<file path="src/sv/twq_pkg.sv">
`default_nettype none
// ---------------------------------------------------------------------------
// twq_pkg: shared types and constants for the tick wakeup queue
// Request and reply codes, the queue entry held by each cell, and the
// command that the controller sends along the row of cells.
// ---------------------------------------------------------------------------
package twq_pkg;

  // Number of queue cells, one per task slot
  localparam int TASK_SLOTS = 64;
  // Field widths fixed by the interface
  localparam int ID_W       = 6;
  localparam int TIME_W     = 32;
  localparam int KIND_W     = 2;
  // Task ids that the id field can name
  localparam int ID_SLOTS   = 2 ** ID_W;

  typedef enum logic [KIND_W-1:0] {
    REQ_TICK  = 2'd0,
    REQ_TIME  = 2'd1,
    REQ_DELAY = 2'd2,
    REQ_UNTIL = 2'd3
  } req_kind_t;

  typedef enum logic [KIND_W-1:0] {
    REPLY_RELEASED = 2'd0,
    REPLY_TIME     = 2'd1,
    REPLY_ERROR    = 2'd2
  } reply_kind_t;

  // One queue entry
  typedef struct packed {
    logic              valid;
    logic [TIME_W-1:0] wake;
    logic [ID_W-1:0]   id;
  } entry_t;

  typedef enum logic [1:0] {
    CELL_HOLD   = 2'd0,
    CELL_INSERT = 2'd1,
    CELL_POP    = 2'd2
  } cell_op_t;

  // Command broadcast to every cell
  typedef struct packed {
    cell_op_t          op;
    logic [TIME_W-1:0] wake;
    logic [ID_W-1:0]   id;
  } cell_cmd_t;

endpackage
`default_nettype wire

</file>
<file path="src/sv/twq_cell.sv">
`default_nettype none
// ---------------------------------------------------------------------------
// twq_cell: one cell of the sorted wakeup queue
// Holds one entry. On insert it keeps its entry, takes the new one, or takes
// its left neighbor's; on pop it takes its right neighbor's entry.
// ---------------------------------------------------------------------------
module twq_cell (
  input  wire logic              clk,
  input  wire logic              rst,
  input  wire logic              head_cell,
  input  wire twq_pkg::cell_cmd_t cmd,
  input  wire twq_pkg::entry_t   left_entry,
  input  wire logic              left_yield,
  input  wire twq_pkg::entry_t   right_entry,
  output twq_pkg::entry_t        entry,
  output logic                   yield
);

  logic                       valid;
  logic [twq_pkg::TIME_W-1:0] wake;
  logic [twq_pkg::ID_W-1:0]   id;

  assign entry = '{valid: valid, wake: wake, id: id};

  // Give way to a new entry: the head only to a strictly earlier time,
  // the others to an equal or earlier time
  always_comb begin
    if (!valid) begin
      yield = 1'b1;
    end else if (head_cell) begin
      yield = (cmd.wake < wake);
    end else begin
      yield = (wake >= cmd.wake);
    end
  end

  // Track occupancy
  always_ff @(posedge clk) begin
    if (rst) begin
      valid <= 1'b0;
    end else begin
      case (cmd.op)
        twq_pkg::CELL_INSERT: begin
          if (left_yield) begin
            valid <= left_entry.valid;
          end else if (yield) begin
            valid <= 1'b1;
          end
        end
        twq_pkg::CELL_POP: valid <= right_entry.valid;
        default: ;
      endcase
    end
  end

  // Move payload
  always_ff @(posedge clk) begin
    case (cmd.op)
      twq_pkg::CELL_INSERT: begin
        if (left_yield) begin
          wake <= left_entry.wake;
          id   <= left_entry.id;
        end else if (yield) begin
          wake <= cmd.wake;
          id   <= cmd.id;
        end
      end
      twq_pkg::CELL_POP: begin
        wake <= right_entry.wake;
        id   <= right_entry.id;
      end
      default: ;
    endcase
  end

endmodule
`default_nettype wire

</file>
<file path="config.mk">
export PLATFORM = sky130hd
export DESIGN_NAME = twq_cell
export DESIGN_NICKNAME = d
export VERILOG_FILES = /design/src/sv/twq_pkg.sv /design/src/sv/twq_cell.sv
export SDC_FILE = /design/constraint.sdc
export NUM_CORES = 1
export LEC_CHECK = 0
export BUFFER_PORTS_ARGS = -buffer_cell sky130_fd_sc_hd__buf_2
export CAP_MARGIN = 0
export CELL_PAD_IN_SITES_DETAIL_PLACEMENT = 0
export CELL_PAD_IN_SITES_GLOBAL_PLACEMENT = 2
export CORE_UTILIZATION = 27
export DETAILED_ROUTE_END_ITERATION = 12
export GPL_TIMING_DRIVEN = 0
export PLACE_DENSITY = 0.85
export SLEW_MARGIN = 20
export SYNTH_ARGS = -nofsm -noshare
export SYNTH_HDL_FRONTEND = slang
export SYNTH_SLANG_ARGS = --single-unit
</file>
<file path="constraint.sdc">
create_clock -name clk -period 7.3 [get_ports clk]
set_clock_uncertainty 0.15 [all_clocks]
set_input_delay 1.095 -clock clk [delete_from_list [all_inputs] [get_ports clk]]
set_output_delay 1.095 -clock clk [all_outputs]
set_load 0.005 [all_outputs]
</file>
==> insert_results.sql <==
INSERT INTO impl_metrics (metric_group, metric, value, unit) VALUES
('outcome', 'status', 'complete, no violations', ''),
('yosys', 'synth_edf_count', '38', ''),
('cells_and_area', 'antenna_cells_inserted', '0', ''),
('global_route', 'overflow', '0', ''),
('global_route', 'groute.layer.met2.usage', '24.6', '%'),
('clock_network', 'cts_max_level', '2', ''),
('cells_and_area', 'num-nets-final', '619', ''),
('clock_network', 'cts.sinks', '39', ''),
('die', 'die-area', '0.0110', 'mm^2'),
('clock_network', 'clock_insertion_delay_worst_skew', '290', 'ps'),
('timing', 'finalCriticalPeriod', '4060', 'ps'),
('die', 'die-height', '105', 'um'),
('drt', 'drtAntennaViolNets', '0', ''),
('timing', 'hold_slack', '559', 'ps'),
('timing', 'setup_slack', '3240', 'ps'),
('timing', 'max-slew-margin-rel', '47.1', '%'),
('yosys', 'synth_nets', '450', ''),
('global_route', 'largest_net_degree_at_the_start_of_global_routing', '18', ''),
('clock_network', 'cts_post_setup_buffers_inserted', '0', ''),
('clock_network', 'tritoncts', 'yes', ''),
('timing', 'setup_total_negative_slack', '0', 'ps'),
('global_route', 'grt_util_met1', '19.2', '%'),
('die', 'chipWidth', '105', 'um'),
('drt', 'initial_drc_count', '67', ''),
('die', 'core', '0.0103', 'mm^2'),
('setup_path', 'arrival_time_at_the_worst_endpoint', '2810', 'ps'),
('yosys', 'synth.distinct_cells', '27', ''),
('placed_design', 'post_placement_setup_slack', '3190', 'ps'),
('cells_and_area', 'layout.cells.most_common_list', 'sky130_fd_sc_hd__buf_2, sky130_fd_sc_hd__nand2_1, sky130_fd_sc_hd__o21ai_0', ''),
('run', 'drv_cap', '0', ''),
('drt', 'post_route_wl', '8.04', 'mm'),
('drt', 'first_pass_iters', '4', ''),
('timing', 'timing.final.max_slew_violations', '0', ''),
('drt', 'viasPerCell', '4.42', ''),
('yosys', 'synthArstFlopShare', '0', '%'),
('timing', 'unrepaired_setup_endpoints_after_global_routing', 'no', ''),
('clock_network', 'cts.hold.buffers_added', '0', ''),
('yosys', 'ys_warnings', '0', ''),
('global_route', 'met3_track_utilization_from_global_routing', '3.49', '%'),
('timing', 'hold_viol', '0', ''),
('global_route', 'gr-usage-all-layers', '14.8', '%'),
('cells_and_area', 'mostFrequentLayoutCell', 'sky130_fd_sc_hd__buf_2', ''),
('cells_and_area', 'drive_above_1_share', '38.8', '%'),
('clock_network', 'clockBufferDepth', '2', ''),
('global_route', 'grt_busiest_layer', 'met2', ''),
('placed_design', 'hpwl', '6.46', 'mm'),
('timing', 'maxClockFrequency', '246', 'MHz'),
('placed_design', 'port_buffers', '160', ''),
('global_route', 'via_count_of_the_first_global_routing_pass', '2640', ''),
('clock_network', 'root_buffer', 'sky130_fd_sc_hd__clkbuf_8', ''),
('power_and_ir_drop', 'vdd.ir_drop.worst', '0.0647', 'mV'),
('yosys', 'syn-instance-count', '296', ''),
('setup_path', 'timing.critical_path.required', '6050', 'ps'),
('setup_path', 'crit_type', 'in2out', ''),
('setup_path', 'endpoint_kind', 'primary output', ''),
('yosys', 'syn-mean-instance-area', '9.62', 'um^2'),
('drt', 'routedWlPerCell', '13.4', 'um'),
('cells_and_area', 'layout-area-overhead-vs-synth', '38.8', '%'),
('die', 'initial_core_util', '27.7', '%'),
('drt', 'drt_drc_violations_left', '0', ''),
('yosys', 'ys_ff_latch', '39', ''),
('yosys', 'netlist_area', '0.00285', 'mm^2'),
('clock_network', 'clkTransAtPathRegs', '80', 'ps'),
('setup_path', 'critical_path_peak_fanout', '3', ''),
('clock_network', 'cts_resized', '0', ''),
('global_route', 'grt_pass1_wl', '12.7', 'mm'),
('yosys', 'synth_sequential_area_ratio', '40.8', '%'),
('power_and_ir_drop', 'power.density_cell_area', '151', 'mW/mm^2'),
('yosys', 'postSynth.topFlopCell', 'sky130_fd_sc_hd__edfxtp_1', ''),
('timing', 'setup_viol', '0', ''),
('clock_network', 'numCtsBuffers', '5', ''),
('power_and_ir_drop', 'cellLeakagePower', '1.98', 'nW'),
('die', 'pin_count', '162', ''),
('placed_design', 'weighted_congestion_reported_at_the_end_of_routability_driven_placement', '0.749', ''),
('min_path', 'holdCritPathClass', 'reg2reg', ''),
('global_route', 'antenna_violations_before_repair', '0', ''),
('setup_path', 'critPathLaunchType', 'input pin', ''),
('timing', 'timing_worst_slew_pin_value', '794', 'ps'),
('drt', 'route.vias.total', '2660', ''),
('die', 'floorplan.rows', '37', ''),
('timing', 'fin_crit_sh', '55.6', '%');
[worst max-delay path: stages]
cell and delay [ps]:
sky130_fd_sc_hd__buf_2 100, sky130_fd_sc_hd__inv_1 40, sky130_fd_sc_hd__ha_1 300, sky130_fd_sc_hd__nand4_1 140
sky130_fd_sc_hd__nor4_2 360, sky130_fd_sc_hd__nor3b_2 290, sky130_fd_sc_hd__and4_1 250, sky130_fd_sc_hd__o21ai_0 90
sky130_fd_sc_hd__buf_2 140
[power breakdown]
| part | leakage (nW) | total [mW] | switching [mW] | internal [mW] |
|---|---|---|---|---|
| logic | 1.56 | 0.168 | 0.0860 | 0.0825 |
| registers | 0.379 | 0.283 | 0.0102 | 0.273 |
| clock network | 0.0477 | 0.146 | 0.0806 | 0.0655 |
| total | 1.98 | 0.598 | 0.177 | 0.421 |
[worst paths after layout]
check | start | slack [ps] | end | cells after the start
max reg2reg | wake[30]$_DFFE_PP_ | 4350 | valid$_SDFFE_PP0P_ | 8
min | valid$_SDFFE_PP0P_ | 560 | valid$_SDFFE_PP0P_ | 2
max | cmd[36] | 3240 | yield | 9
min reg2reg | valid$_SDFFE_PP0P_ | 560 | valid$_SDFFE_PP0P_ | 2
[cell type report]
| type | instances | area [um^2] |
|---|---|---|
| Buffer | 15 | 65.1 |
| Clock inverter | 3 | 15.0 |
| Inverter | 34 | 128 |
| Timing Repair Buffer | 162 | 843 |
| Multi-Input combinational cell | 208 | 1500 |
| Tap cell | 136 | 170 |
| Fill cell | 1135 | 6330 |
| Sequential cell | 39 | 1160 |
| Clock buffer | 5 | 68.8 |
[metal layers]
| layer | up-vias | wire length, um |
|---|---|---|
| met2 | 94 | 3740 |
| met5 | - | 0 |
| met1 | 1169 | 3700 |
| met4 | 0 | 65 |
| met3 | 8 | 528 |
| li1 | 1389 | - |
[cells in the mapped netlist (2+ instances only)]
master | instances | share of area (%)
sky130_fd_sc_hd__edfxtp_1 | 38 | 40
sky130_fd_sc_hd__nand2_1 | 47 | 6.2
sky130_fd_sc_hd__inv_1 | 34 | 4.5
sky130_fd_sc_hd__nor2b_1 | 3 | 0.66
sky130_fd_sc_hd__ha_1 | 32 | 14
sky130_fd_sc_hd__nand4_1 | 5 | 1.1
sky130_fd_sc_hd__nor2_1 | 3 | 0.40
sky130_fd_sc_hd__buf_2 | 4 | 0.70
sky130_fd_sc_hd__nor3_1 | 2 | 0.35
sky130_fd_sc_hd__mux2i_1 | 38 | 13
sky130_fd_sc_hd__a21oi_1 | 17 | 3.0
sky130_fd_sc_hd__nand3_1 | 3 | 0.53
sky130_fd_sc_hd__a221oi_1 | 2 | 0.62
sky130_fd_sc_hd__clkbuf_1 | 10 | 1.3
sky130_fd_sc_hd__and4_1 | 2 | 0.62
sky130_fd_sc_hd__o21ai_0 | 45 | 7.9
[per-stage QoR]
stage | area, um^2 | instances | power [mW] | util, %
after floorplan | 2850 | 296 | 0.374 | -
after global placement | 3820 | 592 | 0.453 | 37.1
after detailed placement | 3870 | 594 | 0.460 | 37.6
after CTS | 3950 | 602 | 0.609 | 38.4
after global routing | 3950 | 602 | 0.639 | 38.4
final | 3950 | 602 | 0.598 | 38.4
[kinds of logic after synthesis]
family / synth area share (%)
simple gates: 11.8
flops: 40.8
buf+inv: 6.77
mux: 13.9
fa+ha+maj: 14.1
compound gates: 12.7
[state kept, by name, summed over array words and instances, names as in the netlist]
name   flops
id         6
wake      32
valid      1
No activity file was read; power rests on OpenSTA's default activity.
